==> config.mk <==
export PLATFORM = sky130hd
export DESIGN_NAME = dda_line_rasterizer
export DESIGN_NICKNAME = d
export VERILOG_FILES = /design/src/rtl/core/dlr_pkg.sv /design/src/rtl/core/dlr_ctrl.sv /design/src/rtl/core/dlr_dp.sv /design/src/rtl/core/dda_line_rasterizer.sv
export SDC_FILE = /design/constraint.sdc
export NUM_CORES = 2
export LEC_CHECK = 0
export BUFFER_PORTS_ARGS = -buffer_cell sky130_fd_sc_hd__buf_2
export CAP_MARGIN = 20
export CORE_MARGIN = 1.5
export CORE_UTILIZATION = 38
export CTS_CLUSTER_DIAMETER = 50
export DETAILED_ROUTE_END_ITERATION = 7
export SLEW_MARGIN = 20
export SYNTH_ARGS = -nofsm -noshare
export SYNTH_HDL_FRONTEND = slang
export SYNTH_SLANG_ARGS = --single-unit
==> constraint.sdc <==
create_clock -name clk_i -period 7.45 [get_ports clk_i]
set_clock_uncertainty 0.1 [all_clocks]
set_input_delay 1.49 -clock clk_i [delete_from_list [all_inputs] [get_ports clk_i]]
set_output_delay 1.49 -clock clk_i [all_outputs]
set_load 0.02 [all_outputs]
==> src/rtl/core/dlr_pkg.sv <==
// ----------------------------------------------------------------------------
// dlr_pkg
// Shared widths, codes and controller types of the DDA line rasteriser.
// ----------------------------------------------------------------------------
package dlr_pkg;

  localparam int unsigned COORD_BITS    = 13;
  localparam int unsigned FRAC_BITS     = 16;
  localparam int unsigned POS_BITS      = COORD_BITS + FRAC_BITS;
  localparam int unsigned STEP_BITS     = FRAC_BITS + 2;
  localparam int unsigned DELTA_BITS    = COORD_BITS + 1;
  localparam int unsigned LEN2_BITS     = 2 * DELTA_BITS;
  localparam int unsigned CNT_BITS      = DELTA_BITS;
  localparam int unsigned SQ_REM_BITS   = CNT_BITS + 1;
  localparam int unsigned ITER_BITS     = $clog2(POS_BITS + 1);

  localparam int unsigned ADDR_BITS     = 32;
  localparam int unsigned COLOR_BITS    = 32;
  localparam int unsigned BASE_BITS     = 32;
  localparam int unsigned STRIDE_BITS   = 16;
  localparam int unsigned BPP_BITS      = 3;
  localparam int unsigned DIM_BITS      = 12;
  localparam int unsigned CFG_IDX_BITS  = 3;
  localparam int unsigned CFG_DATA_BITS = 32;
  localparam int unsigned CMP_BITS      =
    ((POS_BITS > DIM_BITS + FRAC_BITS) ? POS_BITS : DIM_BITS + FRAC_BITS) + 1;

  localparam logic [BPP_BITS-1:0] BPP_RESET = BPP_BITS'(4);

  typedef enum logic [CFG_IDX_BITS-1:0] {
    CFG_FRAME_BASE      = 3'd0,
    CFG_ROW_STRIDE      = 3'd1,
    CFG_BYTES_PER_PIXEL = 3'd2,
    CFG_FRAME_WIDTH     = 3'd3,
    CFG_FRAME_HEIGHT    = 3'd4
  } cfg_reg_e;

  typedef enum logic {
    CMD_START = 1'b0,
    CMD_STEP  = 1'b1
  } cmd_e;

  typedef enum logic [3:0] {
    ST_IDLE,
    ST_SQUARE,
    ST_SUM,
    ST_SQRT,
    ST_DIV_LOAD,
    ST_DIV,
    ST_FINISH,
    ST_PIX_MUL,
    ST_PIX_OUT
  } state_e;

  typedef struct packed {
    logic line_load;
    logic square;
    logic sum;
    logic sqrt_step;
    logic div_load;
    logic div_step;
    logic finish;
    logic pix_load;
    logic pix_mul;
    logic out_load;
  } dp_cmd_t;

  typedef struct packed {
    logic pixels_zero;
    logic count_zero;
    logic out_free;
  } dp_sts_t;

endpackage

==> src/rtl/core/dlr_ctrl.sv <==
// ----------------------------------------------------------------------------
// dlr_ctrl
// Sequencer of the rasteriser: line set-up through square root and division,
// and the pixel address path through to the output register.
// ----------------------------------------------------------------------------
module dlr_ctrl
  import dlr_pkg::*;
(
  input  logic    clk_i,
  input  logic    rst_ni,
  input  logic    in_valid_i,
  input  logic    cmd_i,
  output logic    in_stall_o,
  input  dp_sts_t sts_i,
  output dp_cmd_t cmd_o
);

  state_e               state_q, state_d;
  logic [ITER_BITS-1:0] iter_q, iter_d;

  always_ff @(posedge clk_i or negedge rst_ni) begin
    if (!rst_ni) begin
      state_q <= ST_IDLE;
      iter_q  <= '0;
    end else begin
      state_q <= state_d;
      iter_q  <= iter_d;
    end
  end

  always_comb begin
    state_d    = state_q;
    iter_d     = iter_q;
    cmd_o      = '0;
    in_stall_o = 1'b1;
    unique case (state_q)
      ST_IDLE: begin
        in_stall_o = 1'b0;
        if (in_valid_i) begin
          if (cmd_i == CMD_START) begin
            cmd_o.line_load = 1'b1;
            state_d         = ST_SQUARE;
          end else if (!sts_i.pixels_zero) begin
            cmd_o.pix_load = 1'b1;
            state_d        = ST_PIX_MUL;
          end
        end
      end
      ST_SQUARE: begin
        cmd_o.square = 1'b1;
        state_d      = ST_SUM;
      end
      ST_SUM: begin
        cmd_o.sum = 1'b1;
        iter_d    = '0;
        state_d   = ST_SQRT;
      end
      ST_SQRT: begin
        cmd_o.sqrt_step = 1'b1;
        iter_d          = iter_q + ITER_BITS'(1);
        if (iter_q == ITER_BITS'(CNT_BITS - 1)) begin
          state_d = ST_DIV_LOAD;
        end
      end
      ST_DIV_LOAD: begin
        if (sts_i.count_zero) begin
          cmd_o.finish = 1'b1;
          state_d      = ST_IDLE;
        end else begin
          cmd_o.div_load = 1'b1;
          iter_d         = '0;
          state_d        = ST_DIV;
        end
      end
      ST_DIV: begin
        cmd_o.div_step = 1'b1;
        iter_d         = iter_q + ITER_BITS'(1);
        if (iter_q == ITER_BITS'(POS_BITS - 1)) begin
          state_d = ST_FINISH;
        end
      end
      ST_FINISH: begin
        cmd_o.finish = 1'b1;
        state_d      = ST_IDLE;
      end
      ST_PIX_MUL: begin
        cmd_o.pix_mul = 1'b1;
        state_d       = ST_PIX_OUT;
      end
      ST_PIX_OUT: begin
        if (sts_i.out_free) begin
          cmd_o.out_load = 1'b1;
          state_d        = ST_IDLE;
        end
      end
      default: begin
        state_d = ST_IDLE;
      end
    endcase
  end

endmodule

==> src/rtl/core/dlr_dp.sv <==
// ----------------------------------------------------------------------------
// dlr_dp
// Datapath of the rasteriser: configuration registers, line length square
// root, per-axis step division, position accumulators and pixel address.
// ----------------------------------------------------------------------------
module dlr_dp
  import dlr_pkg::*;
(
  input  logic                         clk_i,
  input  logic                         rst_ni,
  input  logic                         cfg_we_i,
  input  logic [CFG_IDX_BITS-1:0]      cfg_index_i,
  input  logic [CFG_DATA_BITS-1:0]     cfg_data_i,
  input  logic signed [COORD_BITS-1:0] start_x_i,
  input  logic signed [COORD_BITS-1:0] start_y_i,
  input  logic signed [COORD_BITS-1:0] end_x_i,
  input  logic signed [COORD_BITS-1:0] end_y_i,
  input  logic [COLOR_BITS-1:0]        line_color_i,
  input  dp_cmd_t                      cmd_i,
  output dp_sts_t                      sts_o,
  input  logic                         out_stall_i,
  output logic                         out_valid_o,
  output logic [ADDR_BITS-1:0]         pixel_address_o,
  output logic [COLOR_BITS-1:0]        pixel_value_o,
  output logic                         write_enable_o,
  output logic                         last_pixel_o
);

  // configuration
  logic [BASE_BITS-1:0]   frame_base_q;
  logic [STRIDE_BITS-1:0] row_stride_q;
  logic [BPP_BITS-1:0]    bpp_q;
  logic [DIM_BITS-1:0]    frame_width_q;
  logic [DIM_BITS-1:0]    frame_height_q;

  // line state
  logic signed [POS_BITS-1:0]   pos_q   [2];
  logic signed [POS_BITS-1:0]   pos_d   [2];
  logic signed [STEP_BITS-1:0]  step_q  [2];
  logic signed [STEP_BITS-1:0]  step_d  [2];
  logic [CNT_BITS-1:0]          pixels_left_q;
  logic [COLOR_BITS-1:0]        color_q;

  // set-up
  logic signed [DELTA_BITS-1:0] dlt_q   [2];
  logic [LEN2_BITS-1:0]         sq_q    [2];
  logic [LEN2_BITS-1:0]         rad_q, rad_d;
  logic [SQ_REM_BITS-1:0]       sq_rem_q, sq_rem_d;
  logic [CNT_BITS-1:0]          root_q, root_d;
  logic [SQ_REM_BITS+1:0]       sq_sh;
  logic [SQ_REM_BITS+1:0]       sq_trial;
  logic [CNT_BITS-1:0]          drem_q  [2];
  logic [CNT_BITS-1:0]          drem_d  [2];
  logic [POS_BITS-1:0]          dnum_q  [2];
  logic [POS_BITS-1:0]          dnum_d  [2];
  logic [CNT_BITS:0]            div_sh  [2];
  logic [COORD_BITS-1:0]        mag     [2];
  logic [STEP_BITS-1:0]         quo     [2];

  // pixel path
  logic signed [CMP_BITS-1:0]   pos_ext [2];
  logic signed [CMP_BITS-1:0]   lim     [2];
  logic signed [COORD_BITS-1:0] trunc_c [2];
  logic signed [COORD_BITS-1:0] tc_q    [2];
  logic                         inside_d;
  logic                         inside_q;
  logic                         last_q;
  logic [COLOR_BITS-1:0]        pcolor_q;
  logic [ADDR_BITS-1:0]         prod_y_q, prod_x_q;
  logic [ADDR_BITS-1:0]         ext_y, ext_x;
  logic                         out_valid_q;

  // configuration writes
  always_ff @(posedge clk_i or negedge rst_ni) begin
    if (!rst_ni) begin
      frame_base_q   <= '0;
      row_stride_q   <= '0;
      bpp_q          <= BPP_RESET;
      frame_width_q  <= '0;
      frame_height_q <= '0;
    end else if (cfg_we_i) begin
      unique case (cfg_reg_e'(cfg_index_i))
        CFG_FRAME_BASE:      frame_base_q   <= cfg_data_i[BASE_BITS-1:0];
        CFG_ROW_STRIDE:      row_stride_q   <= cfg_data_i[STRIDE_BITS-1:0];
        CFG_BYTES_PER_PIXEL: bpp_q          <= cfg_data_i[BPP_BITS-1:0];
        CFG_FRAME_WIDTH:     frame_width_q  <= cfg_data_i[DIM_BITS-1:0];
        CFG_FRAME_HEIGHT:    frame_height_q <= cfg_data_i[DIM_BITS-1:0];
        default: ;
      endcase
    end
  end

  // square root, one result bit per cycle
  always_comb begin
    sq_sh    = {sq_rem_q, rad_q[LEN2_BITS-1 -: 2]};
    sq_trial = (SQ_REM_BITS+2)'({root_q, 2'b01});
    rad_d    = rad_q << 2;
    if (sq_sh >= sq_trial) begin
      sq_rem_d = SQ_REM_BITS'(sq_sh - sq_trial);
      root_d   = {root_q[CNT_BITS-2:0], 1'b1};
    end else begin
      sq_rem_d = sq_sh[SQ_REM_BITS-1:0];
      root_d   = {root_q[CNT_BITS-2:0], 1'b0};
    end
  end

  // restoring division lanes, step sign and position advance
  always_comb begin
    for (int l = 0; l < 2; l++) begin
      mag[l]    = dlt_q[l][DELTA_BITS-1] ? COORD_BITS'(-dlt_q[l])
                                          : COORD_BITS'(dlt_q[l]);
      div_sh[l] = {drem_q[l], dnum_q[l][POS_BITS-1]};
      if (div_sh[l] >= {1'b0, root_q}) begin
        drem_d[l] = CNT_BITS'(div_sh[l] - {1'b0, root_q});
        dnum_d[l] = {dnum_q[l][POS_BITS-2:0], 1'b1};
      end else begin
        drem_d[l] = div_sh[l][CNT_BITS-1:0];
        dnum_d[l] = {dnum_q[l][POS_BITS-2:0], 1'b0};
      end
      quo[l] = dnum_q[l][STEP_BITS-1:0];
      if (root_q == '0) begin
        step_d[l] = '0;
      end else if (dlt_q[l][DELTA_BITS-1]) begin
        step_d[l] = signed'(-quo[l]);
      end else begin
        step_d[l] = signed'(quo[l]);
      end
      pos_d[l] = pos_q[l] + POS_BITS'(step_q[l]);
    end
  end

  always_ff @(posedge clk_i or negedge rst_ni) begin
    if (!rst_ni) begin
      pos_q[0]      <= '0;
      pos_q[1]      <= '0;
      step_q[0]     <= '0;
      step_q[1]     <= '0;
      pixels_left_q <= '0;
      color_q       <= '0;
    end else begin
      if (cmd_i.line_load) begin
        pos_q[0]      <= {start_x_i, {FRAC_BITS{1'b0}}};
        pos_q[1]      <= {start_y_i, {FRAC_BITS{1'b0}}};
        step_q[0]     <= '0;
        step_q[1]     <= '0;
        pixels_left_q <= '0;
        color_q       <= line_color_i;
      end else if (cmd_i.finish) begin
        step_q[0]     <= step_d[0];
        step_q[1]     <= step_d[1];
        pixels_left_q <= root_q;
      end else if (cmd_i.pix_load) begin
        pos_q[0]      <= pos_d[0];
        pos_q[1]      <= pos_d[1];
        pixels_left_q <= pixels_left_q - CNT_BITS'(1);
      end
    end
  end

  always_ff @(posedge clk_i) begin
    if (cmd_i.line_load) begin
      dlt_q[0] <= DELTA_BITS'(end_x_i) - DELTA_BITS'(start_x_i);
      dlt_q[1] <= DELTA_BITS'(end_y_i) - DELTA_BITS'(start_y_i);
    end
    if (cmd_i.square) begin
      sq_q[0] <= LEN2_BITS'(dlt_q[0] * dlt_q[0]);
      sq_q[1] <= LEN2_BITS'(dlt_q[1] * dlt_q[1]);
    end
    if (cmd_i.sum) begin
      rad_q    <= sq_q[0] + sq_q[1];
      sq_rem_q <= '0;
      root_q   <= '0;
    end else if (cmd_i.sqrt_step) begin
      rad_q    <= rad_d;
      sq_rem_q <= sq_rem_d;
      root_q   <= root_d;
    end
    for (int l = 0; l < 2; l++) begin
      if (cmd_i.div_load) begin
        drem_q[l] <= '0;
        dnum_q[l] <= {mag[l], {FRAC_BITS{1'b0}}};
      end else if (cmd_i.div_step) begin
        drem_q[l] <= drem_d[l];
        dnum_q[l] <= dnum_d[l];
      end
    end
  end

  // pixel: truncate toward zero, bounds test on the full position
  always_comb begin
    lim[0] = signed'(CMP_BITS'({frame_width_q, {FRAC_BITS{1'b0}}}));
    lim[1] = signed'(CMP_BITS'({frame_height_q, {FRAC_BITS{1'b0}}}));
    for (int l = 0; l < 2; l++) begin
      pos_ext[l] = CMP_BITS'(pos_q[l]);
      trunc_c[l] = COORD_BITS'(pos_q[l] >>> FRAC_BITS)
                 + COORD_BITS'(pos_q[l][POS_BITS-1] && (pos_q[l][FRAC_BITS-1:0] != '0));
    end
    inside_d = (pos_ext[0] > 0) && (pos_ext[0] < lim[0])
            && (pos_ext[1] > 0) && (pos_ext[1] < lim[1]);
    ext_y    = ADDR_BITS'(tc_q[1]);
    ext_x    = ADDR_BITS'(tc_q[0]);
  end

  always_ff @(posedge clk_i) begin
    if (cmd_i.pix_load) begin
      tc_q[0]  <= trunc_c[0];
      tc_q[1]  <= trunc_c[1];
      inside_q <= inside_d;
      last_q   <= (pixels_left_q == CNT_BITS'(1));
      pcolor_q <= color_q;
    end
    if (cmd_i.pix_mul) begin
      prod_y_q <= ext_y * ADDR_BITS'(row_stride_q);
      prod_x_q <= ext_x * ADDR_BITS'(bpp_q);
    end
    if (cmd_i.out_load) begin
      pixel_address_o <= frame_base_q + prod_y_q + prod_x_q;
      pixel_value_o   <= pcolor_q;
      write_enable_o  <= inside_q;
      last_pixel_o    <= last_q;
    end
  end

  // output register: hold while stalled
  always_ff @(posedge clk_i or negedge rst_ni) begin
    if (!rst_ni) begin
      out_valid_q <= 1'b0;
    end else if (cmd_i.out_load) begin
      out_valid_q <= 1'b1;
    end else if (!out_stall_i) begin
      out_valid_q <= 1'b0;
    end
  end

  assign out_valid_o       = out_valid_q;
  assign sts_o.out_free    = !out_valid_q || !out_stall_i;
  assign sts_o.pixels_zero = (pixels_left_q == '0);
  assign sts_o.count_zero  = (root_q == '0);

endmodule

==> src/rtl/core/dda_line_rasterizer.sv <==
// ----------------------------------------------------------------------------
// dda_line_rasterizer
// DDA line drawer producing one frame buffer pixel write per step.
// ----------------------------------------------------------------------------
// Input channel (in_valid_i / in_stall_o): cmd_i = 0 starts a line from the
// two endpoints and line_color_i; cmd_i = 1 steps to the next pixel.
// Output channel (out_valid_o / out_stall_i): one pixel write per step while
// pixels remain; last_pixel_o marks the final one, write_enable_o is set only
// strictly inside the frame.
// A start transaction gives no result and keeps the input stalled through
// the squares and their sum, the bit-serial square root (one root bit per
// cycle), the divider load, the two restoring divider lanes (one quotient
// bit per cycle) and the step load. A line of length zero finishes after
// the square root and skips the division.
// A step transaction is captured and advanced, then goes through the
// address multiplies, then the adder into the output register; the input
// stays stalled until that load. A step with no pixels left is taken and
// dropped. The output register holds a result while out_stall_i is high;
// the next transaction may be accepted meanwhile, the address path waits.
// Reset clears the line state and the configuration (4 bytes per pixel).
// ----------------------------------------------------------------------------
module dda_line_rasterizer
  import dlr_pkg::*;
(
  input  logic                         clk_i,
  input  logic                         rst_ni,
  input  logic                         cfg_we_i,
  input  logic [CFG_IDX_BITS-1:0]      cfg_index_i,
  input  logic [CFG_DATA_BITS-1:0]     cfg_data_i,
  input  logic                         in_valid_i,
  output logic                         in_stall_o,
  input  logic                         cmd_i,
  input  logic signed [COORD_BITS-1:0] start_x_i,
  input  logic signed [COORD_BITS-1:0] start_y_i,
  input  logic signed [COORD_BITS-1:0] end_x_i,
  input  logic signed [COORD_BITS-1:0] end_y_i,
  input  logic [COLOR_BITS-1:0]        line_color_i,
  output logic                         out_valid_o,
  input  logic                         out_stall_i,
  output logic [ADDR_BITS-1:0]         pixel_address_o,
  output logic [COLOR_BITS-1:0]        pixel_value_o,
  output logic                         write_enable_o,
  output logic                         last_pixel_o
);

  dp_cmd_t dp_cmd;
  dp_sts_t dp_sts;

  dlr_ctrl u_ctrl (
    .clk_i      (clk_i),
    .rst_ni     (rst_ni),
    .in_valid_i (in_valid_i),
    .cmd_i      (cmd_i),
    .in_stall_o (in_stall_o),
    .sts_i      (dp_sts),
    .cmd_o      (dp_cmd)
  );

  dlr_dp u_dp (
    .clk_i           (clk_i),
    .rst_ni          (rst_ni),
    .cfg_we_i        (cfg_we_i),
    .cfg_index_i     (cfg_index_i),
    .cfg_data_i      (cfg_data_i),
    .start_x_i       (start_x_i),
    .start_y_i       (start_y_i),
    .end_x_i         (end_x_i),
    .end_y_i         (end_y_i),
    .line_color_i    (line_color_i),
    .cmd_i           (dp_cmd),
    .sts_o           (dp_sts),
    .out_stall_i     (out_stall_i),
    .out_valid_o     (out_valid_o),
    .pixel_address_o (pixel_address_o),
    .pixel_value_o   (pixel_value_o),
    .write_enable_o  (write_enable_o),
    .last_pixel_o    (last_pixel_o)
  );

endmodule
==> impl_metrics.tcl <==
set metrics [dict create \
    status "finished, final reports clean" \
    synth.most_common_cell "inv_1" \
    num_rows 139 \
    vias 38100 \
    yosysTopAreaCell "fa_1" \
    htree_num_levels 3 \
    ys.flop_type "edfxtp_1" \
    io_buffer_count 192 \
    initial_core_util_pct 38.2 \
    setup_viol 0 \
    drc_errors 0 \
    synth.area.mux_share_pct 2.19 \
    cp_common_cell "fa_1" \
    min_period_over_period_pct 93.8 \
    synth_cell_type_count 82 \
    coreArea_um2 143000 \
    slew_headroom_pct 32.4 \
    timing.fmax_ghz 0.143 \
    synth_area_per_cell_um2 10.1 \
    worst_setup_path_start_kind "flip-flop" \
    grt_pass1_vias 39900 \
    place_congestion 0.867 \
    cp.required_ps 7770 \
    syn_nets 6607 \
    num_antenna_cells 0 \
    drtPass1Iterations 5 \
    cap_violations 0 \
    tightest_slew_ps 1010 \
    fin_nets 6796 \
    crit_slowest_cell "edfxtp_1" \
    synth_top_area_share_pct 20.3 \
    synthSimpleGateAreaFrac_pct 12.4 \
    ctsHoldBuffers 0 \
    antenna_found_initial 2 \
    grt_pass1_wl_um 211000 \
    die_area_um2 146000 \
    cts-root-buf "clkbuf_16" \
    routedWlPerCell_um 17.0 \
    r2r_cells 23 \
    grt_max_degree 148 \
    cts_tree "yes" \
    crit_arrival_ps 7310 \
    synth_top_family_by_area "adder cells" \
    drtIter0Drc 1927 \
    min_period_ps 6990 \
    area_delta_synth_final_pct 12.1 \
    post-dp-hpwl_um 101000 \
    cts_inserted_buffers 96 \
    criticalPathCategory "reg2reg" \
    hp-start "u_dp.pcolor_q[8]$_DFFE_PP_" \
    seq_area_frac_synth_pct 31.6 \
    clkTransAtPathRegs_ps 50 \
    end_kind "flip-flop" \
    ys_ff_latch 623 \
    slew_viol_final 0 \
    drive_gt1_share_pct 9.52 \
    yosysWarnings 0 \
    crit_path_max_incr_delay_ps 540 \
    final_hold_viol_count 0 \
    synthAdderAreaFrac_pct 31.4 \
    reg2reg_slack_ps 460 \
    gr-usage-all-layers_pct 18.0 \
    crit_buf_inv 5 \
    path_cells "buf_4 > and2_1 > fa_1 > fa_1 > fa_1 > inv_1 > fa_1 > inv_1 > fa_1 > inv_1 > fa_1 > inv_1 > ha_1 > a2111oi_1 > o21ai_0 > a21oi_2 > a311oi_1 > o21ai_0 > nand2b_1 > a2111o_1 > a31oi_1 > o21ai_0 > xnor2_1" \
    synth_xor_area_share_pct 5.40 \
    syn_area_um2 54800 \
    netlist_top_cells_area "fa_1 20%, edfxtp_1 20%, ha_1 11%, dfrtp_1 10%, inv_1 5.9%" \
    tns_ps 0 \
    synth_edf_count 369 \
    clk_latency_ps 700 \
    synth_cells 5442 \
    die_h_um 383 \
    hold_class "reg2reg" \
    antenna_left 0 \
    viasPerCell 5.01 \
    async_flop_share_pct 36.1 \
    synth_compound_area_share_pct 10.0 \
    wl_um 129000 \
    cts_sinks 623 \
    whs_path_depth 0 \
    critPathTopFamily "adder cells" \
    die_x_um 383 \
    synth_common_cells "859 x inv_1, 575 x nand2_1, 554 x fa_1" \
    rr_endpoint "u_dp.sq_q[0][55]$_DFFE_PN_" \
    grt_setup_unrepaired "false" \
    ios 193 \
    gr-total-overflow 0 \
    worstReg2RegStart "u_dp.dlt_q[0][17]$_DFFE_PP_" \
    clock_path_buffers 3 \
    min_to "u_dp.pixel_value_o[8]$_DFFE_PP_" \
    path_max_fanout 10 \
]
how the worst max path moves through the flow:
stage	start	to	slack, ps	cells after the start
6_report	u_dp.dlt_q[0][17]$_DFFE_PP_	u_dp.sq_q[0][55]$_DFFE_PN_	460	23
5_1_grt	u_dp.dlt_q[0][17]$_DFFE_PP_	u_dp.sq_q[0][55]$_DFFE_PN_	50	21
4_1_cts	u_dp.dlt_q[0][20]$_DFFE_PP_	u_dp.sq_q[0][55]$_DFFE_PN_	300	21
3_5_place_dp	u_dp.dlt_q[0][20]$_DFFE_PP_	u_dp.sq_q[0][55]$_DFFE_PN_	370	21
3_3_place_gp	u_dp.dlt_q[0][20]$_DFFE_PP_	u_dp.sq_q[0][55]$_DFFE_PN_	510	25
2_1_floorplan	u_dp.dlt_q[0][27]$_DFFE_PP_	u_dp.sq_q[0][55]$_DFFE_PN_	520	23
layer usage:
layer | GRT usage, % | routed length (µm)
met1 | 22.6 | 55700
met2 | 32.4 | 65900
met3 | 2.25 | 4490
met4 | 4.92 | 3240
met5 | 0 | 0
cell type report:
| class | instances | area [µm²] |
|---|---|---|
| sequential | 623 | 17300 |
| multi-input combinational | 3794 | 33700 |
| clock inverter | 71 | 820 |
| tap | 1903 | 2380 |
| timing repair buffer | 251 | 1430 |
| clock buffer | 110 | 2550 |
| fill | 13800 | 81900 |
| inverter | 865 | 3250 |
layout by cell type (no fill, tap or decap), types with 56 or more instances in the layout:
master and instances:
a21o_1 88, a21oi_1 206, and2_1 200, buf_2 191, buf_4 56, clkbuf_16 97
dfrtp_1 224, edfxtp_1 369, fa_1 554, ha_1 486, inv_1 857, mux2_2 69
nand2_1 575, nand3_1 89, nor2_1 226, nor2b_1 74, o21ai_0 299, xnor2_1 201
xor2_1 134
cell families after synthesis:
logic type / after synthesis
adder cells (fa/ha/maj): 1040
XOR/XNOR: 336
multiplexers: 111
AO/OA/AOI/OAI: 884
buffers and inverters: 1025
flip-flops: 623
AND/OR/NAND/NOR: 1423
worst register-to-register path, stage by stage (launching register included):
cell       delay [ps]
edfxtp_1          540
buf_4             240
and2_1            180
fa_1              430
fa_1              510
fa_1              510
inv_1              60
fa_1              530
inv_1              50
fa_1              480
inv_1              50
fa_1              470
inv_1              40
ha_1              210
a2111oi_1         410
o21ai_0           230
a21oi_2           250
a311oi_1          160
o21ai_0           190
nand2b_1          130
a2111o_1          420
a31oi_1           240
o21ai_0           150
xnor2_1           140
through the flow:
step / area (µm²) / util [%] / std cells / hold WS [ps] / setup slack (ps)
after floorplan: 54800 / - / 5442 / 300 / 521
after global placement: 58000 / 40.5 / 7432 / 301 / 510
after detailed placement: 58000 / 40.5 / 7433 / 305 / 371
after CTS: 61300 / 42.8 / 7614 / 318 / 296
after global routing: 61400 / 42.8 / 7617 / 321 / 49.8
final: 61400 / 42.8 / 7617 / 317 / 462
flip-flops by register name, summed over array words and instances, names as in the netlist, 16 cells and up:
register / count
u_dp.color_q: 32
u_dp.dlt_q: 28
u_dp.dnum_q: 58
u_dp.drem_q: 28
u_dp.frame_base_q: 32
u_dp.pcolor_q: 32
u_dp.pixel_address_o: 32
u_dp.pixel_value_o: 32
u_dp.pos_ext: 58
u_dp.prod_x_q: 17
u_dp.prod_y_q: 30
u_dp.rad_q: 28
u_dp.row_stride_q: 16
u_dp.sq_q: 54
u_dp.step_q: 36
u_dp.tc_q: 26
what timing repair did:
item                                   4_1_cts  5_1_grt
endpoints found under the hold margin        0        0
setup buffers                                0        3
resized for setup                            0        3
setup endpoints to repair                    0        1
Power is left out: the tool's default activity adds up to more than one toggle a clock period on the data nets, which glitch-free logic cannot reach.
